===== config.mk =====
export PLATFORM = sky130hd
export DESIGN_NAME = source_text_whitespace_normalizer_unit_flat
export DESIGN_NICKNAME = d
export VERILOG_FILES = /design/src/swn_pkg.sv /design/src/swn_in_if.sv /design/src/swn_out_if.sv /design/src/swn_cfg_if.sv /design/src/source_text_whitespace_normalizer_unit.sv /design/src/flat_wrapper.sv
export SDC_FILE = /design/constraint.sdc
export NUM_CORES = 1
export LEC_CHECK = 0
export ABC_AREA = 1
export BUFFER_PORTS_ARGS = -buffer_cell sky130_fd_sc_hd__buf_2
export CAP_MARGIN = 20
export CORE_UTILIZATION = 54
export DETAILED_ROUTE_END_ITERATION = 7
export PLACE_DENSITY = 0.71
export SLEW_MARGIN = 10
export SYNTH_ARGS = -nofsm -noshare
export SYNTH_HDL_FRONTEND = slang
export SYNTH_SLANG_ARGS = --single-unit

===== constraint.sdc =====
create_clock -name i_clk -period 3.12 [get_ports i_clk]
set_clock_uncertainty 0.05 [all_clocks]
set_input_delay 0.156 -clock i_clk [delete_from_list [all_inputs] [get_ports i_clk]]
set_output_delay 0.156 -clock i_clk [all_outputs]
set_load 0.01 [all_outputs]

===== src/swn_pkg.sv =====
// ----------------------------------------------------------------------------
// swn_pkg
// shared types, byte codes and whitespace helpers for the normalizer
// ----------------------------------------------------------------------------
package swn_pkg;

    // whitespace code stored in the pending store
    typedef logic [2:0] t_ws_code;

    // decoded whitespace lookup result
    typedef struct packed {
        logic     hit;
        t_ws_code code;
    } t_ws_hit;

    localparam t_ws_code WS_SPACE = 3'd0;
    localparam t_ws_code WS_TAB   = 3'd1;
    localparam t_ws_code WS_VT    = 3'd2;
    localparam t_ws_code WS_FF    = 3'd3;
    localparam t_ws_code WS_CR    = 3'd4;

    localparam logic [7:0] BYTE_NL    = 8'h0A;
    localparam logic [7:0] BYTE_SPACE = 8'h20;
    localparam logic [7:0] BYTE_TAB   = 8'h09;
    localparam logic [7:0] BYTE_VT    = 8'h0B;
    localparam logic [7:0] BYTE_FF    = 8'h0C;
    localparam logic [7:0] BYTE_CR    = 8'h0D;

    // most result bytes one item can cause
    localparam int MAX_RESULTS = 62;

    // configuration port
    localparam int CFG_IDX_W  = 4;
    localparam int CFG_DATA_W = 8;

    localparam logic [CFG_IDX_W-1:0] REG_STRIP_TRAILING_WS     = 4'd0;
    localparam logic [CFG_IDX_W-1:0] REG_EXPAND_LEADING_TABS   = 4'd1;
    localparam logic [CFG_IDX_W-1:0] REG_LIMIT_BLANK_LINES     = 4'd2;
    localparam logic [CFG_IDX_W-1:0] REG_DROP_FINAL_EMPTY_LINE = 4'd3;

    function automatic t_ws_hit ws_code(input logic [7:0] b);
        t_ws_hit r;
        r.hit  = 1'b1;
        r.code = WS_SPACE;
        case (b)
            BYTE_SPACE: r.code = WS_SPACE;
            BYTE_TAB:   r.code = WS_TAB;
            BYTE_VT:    r.code = WS_VT;
            BYTE_FF:    r.code = WS_FF;
            BYTE_CR:    r.code = WS_CR;
            default:    r.hit  = 1'b0;
        endcase
        return r;
    endfunction

    function automatic logic [7:0] ws_byte(input t_ws_code c);
        logic [7:0] b;
        case (c)
            WS_SPACE: b = BYTE_SPACE;
            WS_TAB:   b = BYTE_TAB;
            WS_VT:    b = BYTE_VT;
            WS_FF:    b = BYTE_FF;
            WS_CR:    b = BYTE_CR;
            default:  b = BYTE_SPACE;
        endcase
        return b;
    endfunction

endpackage


===== src/swn_in_if.sv =====
// ----------------------------------------------------------------------------
// swn_in_if
// input channel: one text byte with its end-of-file flag
// ----------------------------------------------------------------------------
interface swn_in_if;
    logic       valid;
    logic       ready;
    logic [7:0] in_byte;
    logic       last_in_file;

    modport source (output valid, output in_byte, output last_in_file, input ready);
    modport sink   (input valid, input in_byte, input last_in_file, output ready);
endinterface


===== src/swn_out_if.sv =====
// ----------------------------------------------------------------------------
// swn_out_if
// output channel: one cleaned byte with run end and overflow flags
// ----------------------------------------------------------------------------
interface swn_out_if;
    logic       valid;
    logic       ready;
    logic [7:0] out_byte;
    logic       run_end;
    logic       ws_overflow;

    modport source (output valid, output out_byte, output run_end, output ws_overflow,
                    input ready);
    modport sink   (input valid, input out_byte, input run_end, input ws_overflow,
                    output ready);
endinterface


===== src/swn_cfg_if.sv =====
// ----------------------------------------------------------------------------
// swn_cfg_if
// configuration write channel: register index and write data
// ----------------------------------------------------------------------------
interface swn_cfg_if;
    logic                               valid;
    logic                               ready;
    logic [swn_pkg::CFG_IDX_W-1:0]      index;
    logic [swn_pkg::CFG_DATA_W-1:0]     data;

    modport source (output valid, output index, output data, input ready);
    modport sink   (input valid, input index, input data, output ready);
endinterface


===== src/source_text_whitespace_normalizer_unit.sv =====
// ----------------------------------------------------------------------------
// source_text_whitespace_normalizer_unit
// cleans a text byte stream: trailing whitespace, leading tabs, blank lines
// ----------------------------------------------------------------------------
// Takes one text byte per item and sends out the cleaned bytes it causes, one
// byte per cycle while the output side is ready, with run_end set on the last
// byte of that item. An item never sends more than 62 bytes. The single emit
// sequencer walks the pending whitespace store, the direct byte and the newline
// one output byte at a time through the output register. i_in.ready is low
// while an item is being emitted. Whitespace held back for trailing-space
// removal sits in a small register store of PENDING_DEPTH entries; when it is
// full the oldest entry is sent out with ws_overflow set. Configuration writes
// are accepted every cycle and are meant to be issued only while the block is
// idle.
module source_text_whitespace_normalizer_unit #(
    parameter int PENDING_DEPTH = 15
) (
    input  logic            i_clk,
    input  logic            i_rst_n,
    swn_cfg_if.sink         i_cfg,
    swn_in_if.sink          i_in,
    swn_out_if.source       o_out
);

    localparam int CNT_W  = $clog2(PENDING_DEPTH + 1);
    localparam int IDX_W  = (PENDING_DEPTH > 1) ? $clog2(PENDING_DEPTH) : 1;
    localparam int OCNT_W = $clog2(swn_pkg::MAX_RESULTS);

    // sequencer states
    localparam logic [1:0] S_IDLE  = 2'd0;
    localparam logic [1:0] S_FLUSH = 2'd1;
    localparam logic [1:0] S_MAIN  = 2'd2;
    localparam logic [1:0] S_NL    = 2'd3;

    // configuration registers
    logic r_strip, r_expand, r_limit, r_drop;

    // per-file line state
    logic [CNT_W-1:0] r_count,  n_count;
    logic             r_lead,   n_lead;
    logic             r_lhc,    n_lhc;
    logic [1:0]       r_blank,  n_blank;

    // pending whitespace store, oldest entry at index zero
    swn_pkg::t_ws_code r_pend [PENDING_DEPTH];
    swn_pkg::t_ws_code n_pend [PENDING_DEPTH];

    // emit plan latched at accept
    logic [1:0]        r_state,     n_state;
    logic [CNT_W-1:0]  r_fl_cnt,    n_fl_cnt;
    logic [CNT_W-1:0]  r_idx,       n_idx;
    logic [1:0]        r_sub,       n_sub;
    logic [OCNT_W-1:0] r_ocnt,      n_ocnt;
    logic              r_exp_lead,  n_exp_lead;
    logic              r_has_main,  n_has_main;
    logic              r_has_nl,    n_has_nl;
    logic [7:0]        r_main_byte, n_main_byte;
    logic              r_main_four, n_main_four;
    logic              r_main_ov,   n_main_ov;

    // output register
    logic       r_out_valid;
    logic [7:0] r_out_byte;
    logic       r_out_end;
    logic       r_out_ov;

    logic       in_ready;
    logic       acc;
    logic       out_free;
    logic       emit_go;
    logic [7:0] e_byte;
    logic       e_end;
    logic       e_ov;

    swn_pkg::t_ws_hit  in_ws;
    swn_pkg::t_ws_code fl_code;
    logic              fl_four;

    assign in_ready    = (r_state == S_IDLE);
    assign i_in.ready  = in_ready;
    assign acc         = i_in.valid && in_ready;
    assign out_free    = !r_out_valid || o_out.ready;
    assign emit_go     = (r_state != S_IDLE) && out_free;
    assign i_cfg.ready = 1'b1;

    assign in_ws   = swn_pkg::ws_code(i_in.in_byte);
    assign fl_code = r_pend[r_idx[IDX_W-1:0]];
    assign fl_four = (fl_code == swn_pkg::WS_TAB) && r_exp_lead;

    assign o_out.valid       = r_out_valid;
    assign o_out.out_byte    = r_out_byte;
    assign o_out.run_end     = r_out_end;
    assign o_out.ws_overflow = r_out_ov;

    // accept: decide the whole emit plan and update line state at once
    always_comb begin
        logic is_nl, eof, wstore, ovf, direct, lhc_after, line_end, show;
        logic [1:0] br_inc;
        swn_pkg::t_ws_code oldest;

        n_count     = r_count;
        n_lead      = r_lead;
        n_lhc       = r_lhc;
        n_blank     = r_blank;
        n_pend      = r_pend;
        n_fl_cnt    = r_fl_cnt;
        n_exp_lead  = r_exp_lead;
        n_has_main  = r_has_main;
        n_has_nl    = r_has_nl;
        n_main_byte = r_main_byte;
        n_main_four = r_main_four;
        n_main_ov   = r_main_ov;

        is_nl     = (i_in.in_byte == swn_pkg::BYTE_NL);
        eof       = i_in.last_in_file;
        wstore    = !is_nl && in_ws.hit && r_strip;
        ovf       = wstore && (r_count == CNT_W'(PENDING_DEPTH));
        direct    = !is_nl && !wstore;
        oldest    = r_pend[0];
        lhc_after = r_lhc || direct || ovf;
        line_end  = is_nl || eof;
        br_inc    = (r_blank == 2'd3) ? r_blank : r_blank + 2'd1;
        show      = 1'b0;

        if (acc) begin
            n_exp_lead = r_expand && r_lead;
            n_fl_cnt   = direct ? r_count : '0;
            n_has_main = direct || ovf;
            n_main_ov  = ovf;
            if (ovf) begin
                n_main_byte = swn_pkg::ws_byte(oldest);
                n_main_four = (oldest == swn_pkg::WS_TAB) && r_expand && r_lead;
            end else begin
                n_main_byte = i_in.in_byte;
                n_main_four = in_ws.hit && (in_ws.code == swn_pkg::WS_TAB)
                              && r_expand && r_lead;
            end

            // pending store update
            if (ovf) begin
                for (int i = 0; i < PENDING_DEPTH - 1; i++) begin
                    n_pend[i] = r_pend[i+1];
                end
                n_pend[PENDING_DEPTH-1] = in_ws.code;
                n_count = CNT_W'(PENDING_DEPTH);
            end else if (wstore) begin
                n_pend[r_count[IDX_W-1:0]] = in_ws.code;
                n_count = r_count + CNT_W'(1);
            end else begin
                n_count = '0;
            end

            // content byte leaves the leading region
            n_lead = (direct && !in_ws.hit) ? 1'b0 : r_lead;
            n_lhc  = lhc_after;

            if (line_end) begin
                if (!lhc_after) begin
                    if (!(eof && r_drop)) begin
                        show = 1'b1;
                        if (r_limit) begin
                            n_blank = br_inc;
                            show    = (br_inc != 2'd3);
                        end
                    end
                end else begin
                    show = 1'b1;
                    if (r_limit) begin
                        n_blank = 2'd0;
                    end
                end
                n_count = '0;
                n_lead  = 1'b1;
                n_lhc   = 1'b0;
            end
            if (eof) begin
                n_blank = 2'd0;
            end
            n_has_nl = line_end && show;
        end
    end

    // emit sequencer: one output byte per step
    always_comb begin
        logic last_entry, sub_last, cap;

        n_state    = r_state;
        n_idx      = r_idx;
        n_sub      = r_sub;
        n_ocnt     = r_ocnt;
        e_byte     = swn_pkg::BYTE_NL;
        e_end      = 1'b0;
        e_ov       = 1'b0;
        last_entry = ((r_idx + CNT_W'(1)) == r_fl_cnt);
        sub_last   = 1'b1;
        // an item never sends more than the result limit
        cap        = (r_ocnt == OCNT_W'(swn_pkg::MAX_RESULTS - 1));

        case (r_state)
            S_IDLE: begin
                if (acc) begin
                    n_idx  = '0;
                    n_sub  = 2'd0;
                    n_ocnt = '0;
                    if (n_fl_cnt != '0) begin
                        n_state = S_FLUSH;
                    end else if (n_has_main) begin
                        n_state = S_MAIN;
                    end else if (n_has_nl) begin
                        n_state = S_NL;
                    end
                end
            end
            S_FLUSH: begin
                // expanded tab goes out as four spaces
                sub_last = fl_four ? (r_sub == 2'd3) : 1'b1;
                e_byte   = fl_four ? swn_pkg::BYTE_SPACE : swn_pkg::ws_byte(fl_code);
                e_end    = sub_last && last_entry && !r_has_main && !r_has_nl;
                if (emit_go) begin
                    if (!sub_last) begin
                        n_sub = r_sub + 2'd1;
                    end else begin
                        n_sub = 2'd0;
                        if (last_entry) begin
                            if (r_has_main) begin
                                n_state = S_MAIN;
                            end else if (r_has_nl) begin
                                n_state = S_NL;
                            end else begin
                                n_state = S_IDLE;
                            end
                        end else begin
                            n_idx = r_idx + CNT_W'(1);
                        end
                    end
                end
            end
            S_MAIN: begin
                sub_last = r_main_four ? (r_sub == 2'd3) : 1'b1;
                e_byte   = r_main_four ? swn_pkg::BYTE_SPACE : r_main_byte;
                e_ov     = r_main_ov;
                e_end    = sub_last && !r_has_nl;
                if (emit_go) begin
                    if (!sub_last) begin
                        n_sub = r_sub + 2'd1;
                    end else begin
                        n_sub   = 2'd0;
                        n_state = r_has_nl ? S_NL : S_IDLE;
                    end
                end
            end
            S_NL: begin
                e_byte = swn_pkg::BYTE_NL;
                e_end  = 1'b1;
                if (emit_go) begin
                    n_state = S_IDLE;
                end
            end
            default: begin
                n_state = S_IDLE;
            end
        endcase

        // count sent bytes, the last allowed one ends the item
        if (r_state != S_IDLE) begin
            e_end = e_end || cap;
            if (emit_go) begin
                n_ocnt = r_ocnt + OCNT_W'(1);
                if (cap) begin
                    n_state = S_IDLE;
                end
            end
        end
    end

    // control registers
    always_ff @(posedge i_clk) begin
        if (!i_rst_n) begin
            r_strip     <= 1'b0;
            r_expand    <= 1'b0;
            r_limit     <= 1'b0;
            r_drop      <= 1'b0;
            r_count     <= '0;
            r_lead      <= 1'b1;
            r_lhc       <= 1'b0;
            r_blank     <= 2'd0;
            r_state     <= S_IDLE;
            r_out_valid <= 1'b0;
        end else begin
            if (i_cfg.valid) begin
                case (i_cfg.index)
                    swn_pkg::REG_STRIP_TRAILING_WS:     r_strip  <= i_cfg.data[0];
                    swn_pkg::REG_EXPAND_LEADING_TABS:   r_expand <= i_cfg.data[0];
                    swn_pkg::REG_LIMIT_BLANK_LINES:     r_limit  <= i_cfg.data[0];
                    swn_pkg::REG_DROP_FINAL_EMPTY_LINE: r_drop   <= i_cfg.data[0];
                    default: ;
                endcase
            end
            r_count <= n_count;
            r_lead  <= n_lead;
            r_lhc   <= n_lhc;
            r_blank <= n_blank;
            r_state <= n_state;
            if (emit_go) begin
                r_out_valid <= 1'b1;
            end else if (o_out.ready) begin
                r_out_valid <= 1'b0;
            end
        end
    end

    // payload registers
    always_ff @(posedge i_clk) begin
        r_pend      <= n_pend;
        r_fl_cnt    <= n_fl_cnt;
        r_idx       <= n_idx;
        r_sub       <= n_sub;
        r_ocnt      <= n_ocnt;
        r_exp_lead  <= n_exp_lead;
        r_has_main  <= n_has_main;
        r_has_nl    <= n_has_nl;
        r_main_byte <= n_main_byte;
        r_main_four <= n_main_four;
        r_main_ov   <= n_main_ov;
        if (emit_go) begin
            r_out_byte <= e_byte;
            r_out_end  <= e_end;
            r_out_ov   <= e_ov;
        end
    end

endmodule


===== src/flat_wrapper.sv =====
// flat-port wrapper written by rule: the top's interface ports become plain ports
module source_text_whitespace_normalizer_unit_flat 
#(
    parameter int PENDING_DEPTH = 15
)
  (i_clk, i_rst_n, i_cfg_valid, i_cfg_index, i_cfg_data, i_cfg_ready, i_in_valid, i_in_in_byte, i_in_last_in_file, i_in_ready, o_out_valid, o_out_out_byte, o_out_run_end, o_out_ws_overflow, o_out_ready);
  swn_cfg_if i_cfg_i ();
  swn_in_if i_in_i ();
  swn_out_if o_out_i ();
  input  logic i_clk;
  input  logic i_rst_n;
  input wire logic [$bits(i_cfg_i.valid)-1:0] i_cfg_valid;
  input wire logic [$bits(i_cfg_i.index)-1:0] i_cfg_index;
  input wire logic [$bits(i_cfg_i.data)-1:0] i_cfg_data;
  output wire logic [$bits(i_cfg_i.ready)-1:0] i_cfg_ready;
  input wire logic [$bits(i_in_i.valid)-1:0] i_in_valid;
  input wire logic [$bits(i_in_i.in_byte)-1:0] i_in_in_byte;
  input wire logic [$bits(i_in_i.last_in_file)-1:0] i_in_last_in_file;
  output wire logic [$bits(i_in_i.ready)-1:0] i_in_ready;
  output wire logic [$bits(o_out_i.valid)-1:0] o_out_valid;
  output wire logic [$bits(o_out_i.out_byte)-1:0] o_out_out_byte;
  output wire logic [$bits(o_out_i.run_end)-1:0] o_out_run_end;
  output wire logic [$bits(o_out_i.ws_overflow)-1:0] o_out_ws_overflow;
  input wire logic [$bits(o_out_i.ready)-1:0] o_out_ready;
  assign i_cfg_i.valid = i_cfg_valid;
  assign i_cfg_i.index = i_cfg_index;
  assign i_cfg_i.data = i_cfg_data;
  assign i_cfg_ready = i_cfg_i.ready;
  assign i_in_i.valid = i_in_valid;
  assign i_in_i.in_byte = i_in_in_byte;
  assign i_in_i.last_in_file = i_in_last_in_file;
  assign i_in_ready = i_in_i.ready;
  assign o_out_valid = o_out_i.valid;
  assign o_out_out_byte = o_out_i.out_byte;
  assign o_out_run_end = o_out_i.run_end;
  assign o_out_ws_overflow = o_out_i.ws_overflow;
  assign o_out_i.ready = o_out_ready;
  source_text_whitespace_normalizer_unit #(.PENDING_DEPTH(PENDING_DEPTH)) u_core (.i_clk(i_clk), .i_rst_n(i_rst_n), .i_cfg(i_cfg_i), .i_in(i_in_i), .o_out(o_out_i));
endmodule

==> metrics.md <==
| Metric | Value |
|---|---|
| Syn Area/Cell | 8.26 um2 |
| Fill cells | 857 |
| GPL Wtd Cong | 0.856 |
| Layout Nets | 718 |
| Clk root buf | clkbuf_8 |
| Via density | 5.55 |
| Final ANT Viol Nets | 0 |
| Max-cap viol count | 0 |
| Pwr Density | 566 nW/um2 |
| Min-delay src | i_cfg_data[0] |
| Setup-failing EPs final | 0 |
| RSZ-0062 raised after global routing | false |
| Initial Utilization | 0.556 |
| Clock H-tree levels | 3 |
| Area leader, netlist | edfxtp_1 |
| Post-Synthesis Cell Area | 5410 um2 |
| R2r setup slk | 480 ps |
| Crit path launch type | register |
| Yosys warns | 0 |
| Max-slew headroom | 0.589 |
| Inserted Diodes | 0 |
| Largest net degree at the start of global routing | 49 |
| Core box area | 9730 um2 |
| Clock transition at path regs | 90 ps |
| Synthesized netlist cell count | 655 |
| Sequential-to-total area share from yosys stat | 0.500 |
| DP Wirelength | 8650 um |
| Critical path endpoint category | register |
| Post-CTS setup buffers | 0 |
| Number of flops mapped to enable cells by yosys | 72 |
| Synth area leaders | edfxtp_1 40%, dfxtp_1 10%, nand2_1 9.0% |
| Total track usage | 0.241 |
| PortBufs | 30 |
| Synth top area share | 0.400 |
| Die area | 10,400 um2 |
| Drt first pass iters | 7 |
| Share of cells above drive strength 1 | 0.105 |
| Post_cts resized | 0 |
| Yosys reg bits | 99 |
| Ys async rst share | 0 |
| Die height | 102 um |
| Final Core Density | 0.607 |
| Slew Viols, Final | 0 |
| Die W | 102 um |
| Antenna violations before repair | 0 |
| Worst R2R Path Depth | 9 |
| Most frequent cells in the layout | 130 x nand2_1, 101 x inv_1, 72 x edfxtp_1, 71 x nand3_1, 42 x nor2_1 |
| Worst Tran Pin Value | 613 ps |
| Initial drt markers | 268 |
| Worst endpoint required time | 3070 ps |
| Setup TNS | 0 ps |
| Clk_lat worst skew | 360 ps |
| Vias | 4,539 |
| Leakage | 2.34 nW |
| Layout area overhead | 9.26% |
| Worst min path class | in2reg |
| Inserted Clock Buffers | 9 |
| CTS tree | yes |
| Clk sinks | 99 |
| Post-layout min period | 2640 ps |
| Kind of critical path | reg2reg |
| Worst Path Max Fanout | 16 |
| Status | finished, violations left |
| Yosys cell types | 38 |
| Hold path depth | 3 |
| Reg2reg start | u_core.r_idx[1] |
| Final Hold Fails | 0 |
| Fin crit share | 0.845 |
| Maximum vdd drop | 0.272 mV |
| Routed wirelength normalized by instance count | 14.6 um |
| R2R Path End | u_core.r_idx[3] |
| Commonest non-fill, non-tap cell in the layout | nand2_1 |
| Critical path arrival | 2590 ps |
| First-pass GRT wire length | 19,300 um |
| FMAX | 379 MHz |
| I/O Pins | 39 |
| Total Wirelength | 11,900 um |
| Syn nets | 693 |
| Std cell rows | 36 |
| Total gr overflow | 0 |
| Post-route DRC | 1 |
| CTS Buffer Depth | 2 |
| Ys flop type | edfxtp_1 |
| Vias in the first global route | 4,160 |
| Failing checks | DRC |
| Hold Path Sink | u_core.r_strip |
layout make-up:
cell class,count,area [um2],area share
clock buffer,9,124,0.0210
sequential,99,2700,0.457
tap,133,166,0.0282
timing repair buffer,41,245,0.0415
inverter,109,409,0.0693
multi-input combinational,420,2170,0.367
clock inverter,7,92.6,0.0157
Yosys cell counts (all sizes together) (2+ instances only):
library cell,count
nand2,134
inv,106
nand3,73
edfxtp,72
nor2,48
a21oi,42
o22ai,36
o21ai,31
dfxtp,27
buf,15
clkbuf,12
ha,12
nand4,11
o211ai,9
nor3,6
o31ai,4
xor2,4
clkinv,3
a211oi,2
logic make-up after synthesis:
logic type | after synthesis | share of synthesized area
buf+inv | 136 | 0.0993
fa+ha+maj | 12 | 0.0278
simple gates | 274 | 0.228
other cells | 1 | 0.000693
compound gates | 128 | 0.137
flops | 99 | 0.500
xor+xnor | 5 | 0.00810
per-stage QoR:
stage	power [W]	std cells	cell area (um2)	hold WS [ps]	setup WS, ps
finish	0.00335	818	5910	46.9	482
global route	0.00353	818	5910	57.2	296
CTS	0.00336	818	5910	36.2	506
detailed placement	0.00247	797	5640	307	528
global placement	0.00244	797	5640	306	582
floorplan	0.00225	655	5410	190	909
flip-flops by register name, summed over array words and instances, names as in the netlist, 2 cells and up:
name	cells
u_core.r_count	4
u_core.o_out.out_byte	8
u_core.r_ocnt	6
u_core.r_main_byte	8
u_core.r_fl_cnt	4
u_core.r_blank	2
u_core.r_sub	2
u_core.r_state	2
u_core.r_pend	45
u_core.r_idx	4
per-layer routing:
metal / up-vias / global-route usage / wire length (um)
met5: - / 0.0240 / 0
li1: 2270 / - / -
met4: 0 / 0.0824 / 200
met1: 2098 / 0.326 / 5320
met3: 20 / 0.0568 / 863
met2: 151 / 0.381 / 5560
power by group:
| group | switching [W] | internal (W) | total, W | leakage, nW |
|---|---|---|---|---|
| Combinational | 0.000553 | 0.000279 | 0.000831 | 1.27 |
| Sequential | 0.0000987 | 0.00152 | 0.00162 | 0.972 |
| Clock | 0.000448 | 0.000448 | 0.000896 | 0.0990 |
| Total | 0.00110 | 0.00225 | 0.00335 | 2.34 |
how the worst max path moves through the flow:
stage / cells past startpoint / end / from / slack (ps)
final: 9 / u_core.r_idx[3] / u_core.r_idx[1] / 480
after global routing: 10 / u_core.r_idx[3] / u_core.r_idx[1] / 300
after CTS: 9 / u_core.r_idx[3] / u_core.r_idx[1] / 510
after detailed placement: 9 / u_core.r_idx[3] / u_core.r_idx[1] / 530
after global placement: 9 / u_core.r_idx[3] / u_core.r_idx[1] / 580
after floorplan: 13 / u_core.r_state[1] / u_core.r_state[0] / 910
timing repair:
| action | CTS | global route |
|---|---|---|
| hold buffers | 5 | 0 |
| setup endpoints to repair | 0 | 0 |
| hold endpoints to repair | 5 | 0 |
worst max-delay path: stages (launching register included):
cell,delay (ps)
edfxtp_1,660
inv_2,290
o211ai_1,140
nand3_1,110
nand3_1,90
nand2_1,160
inv_2,80
nand4_2,130
nor2_1,70
a211oi_1,500
(Power assumes the default switching activity.)
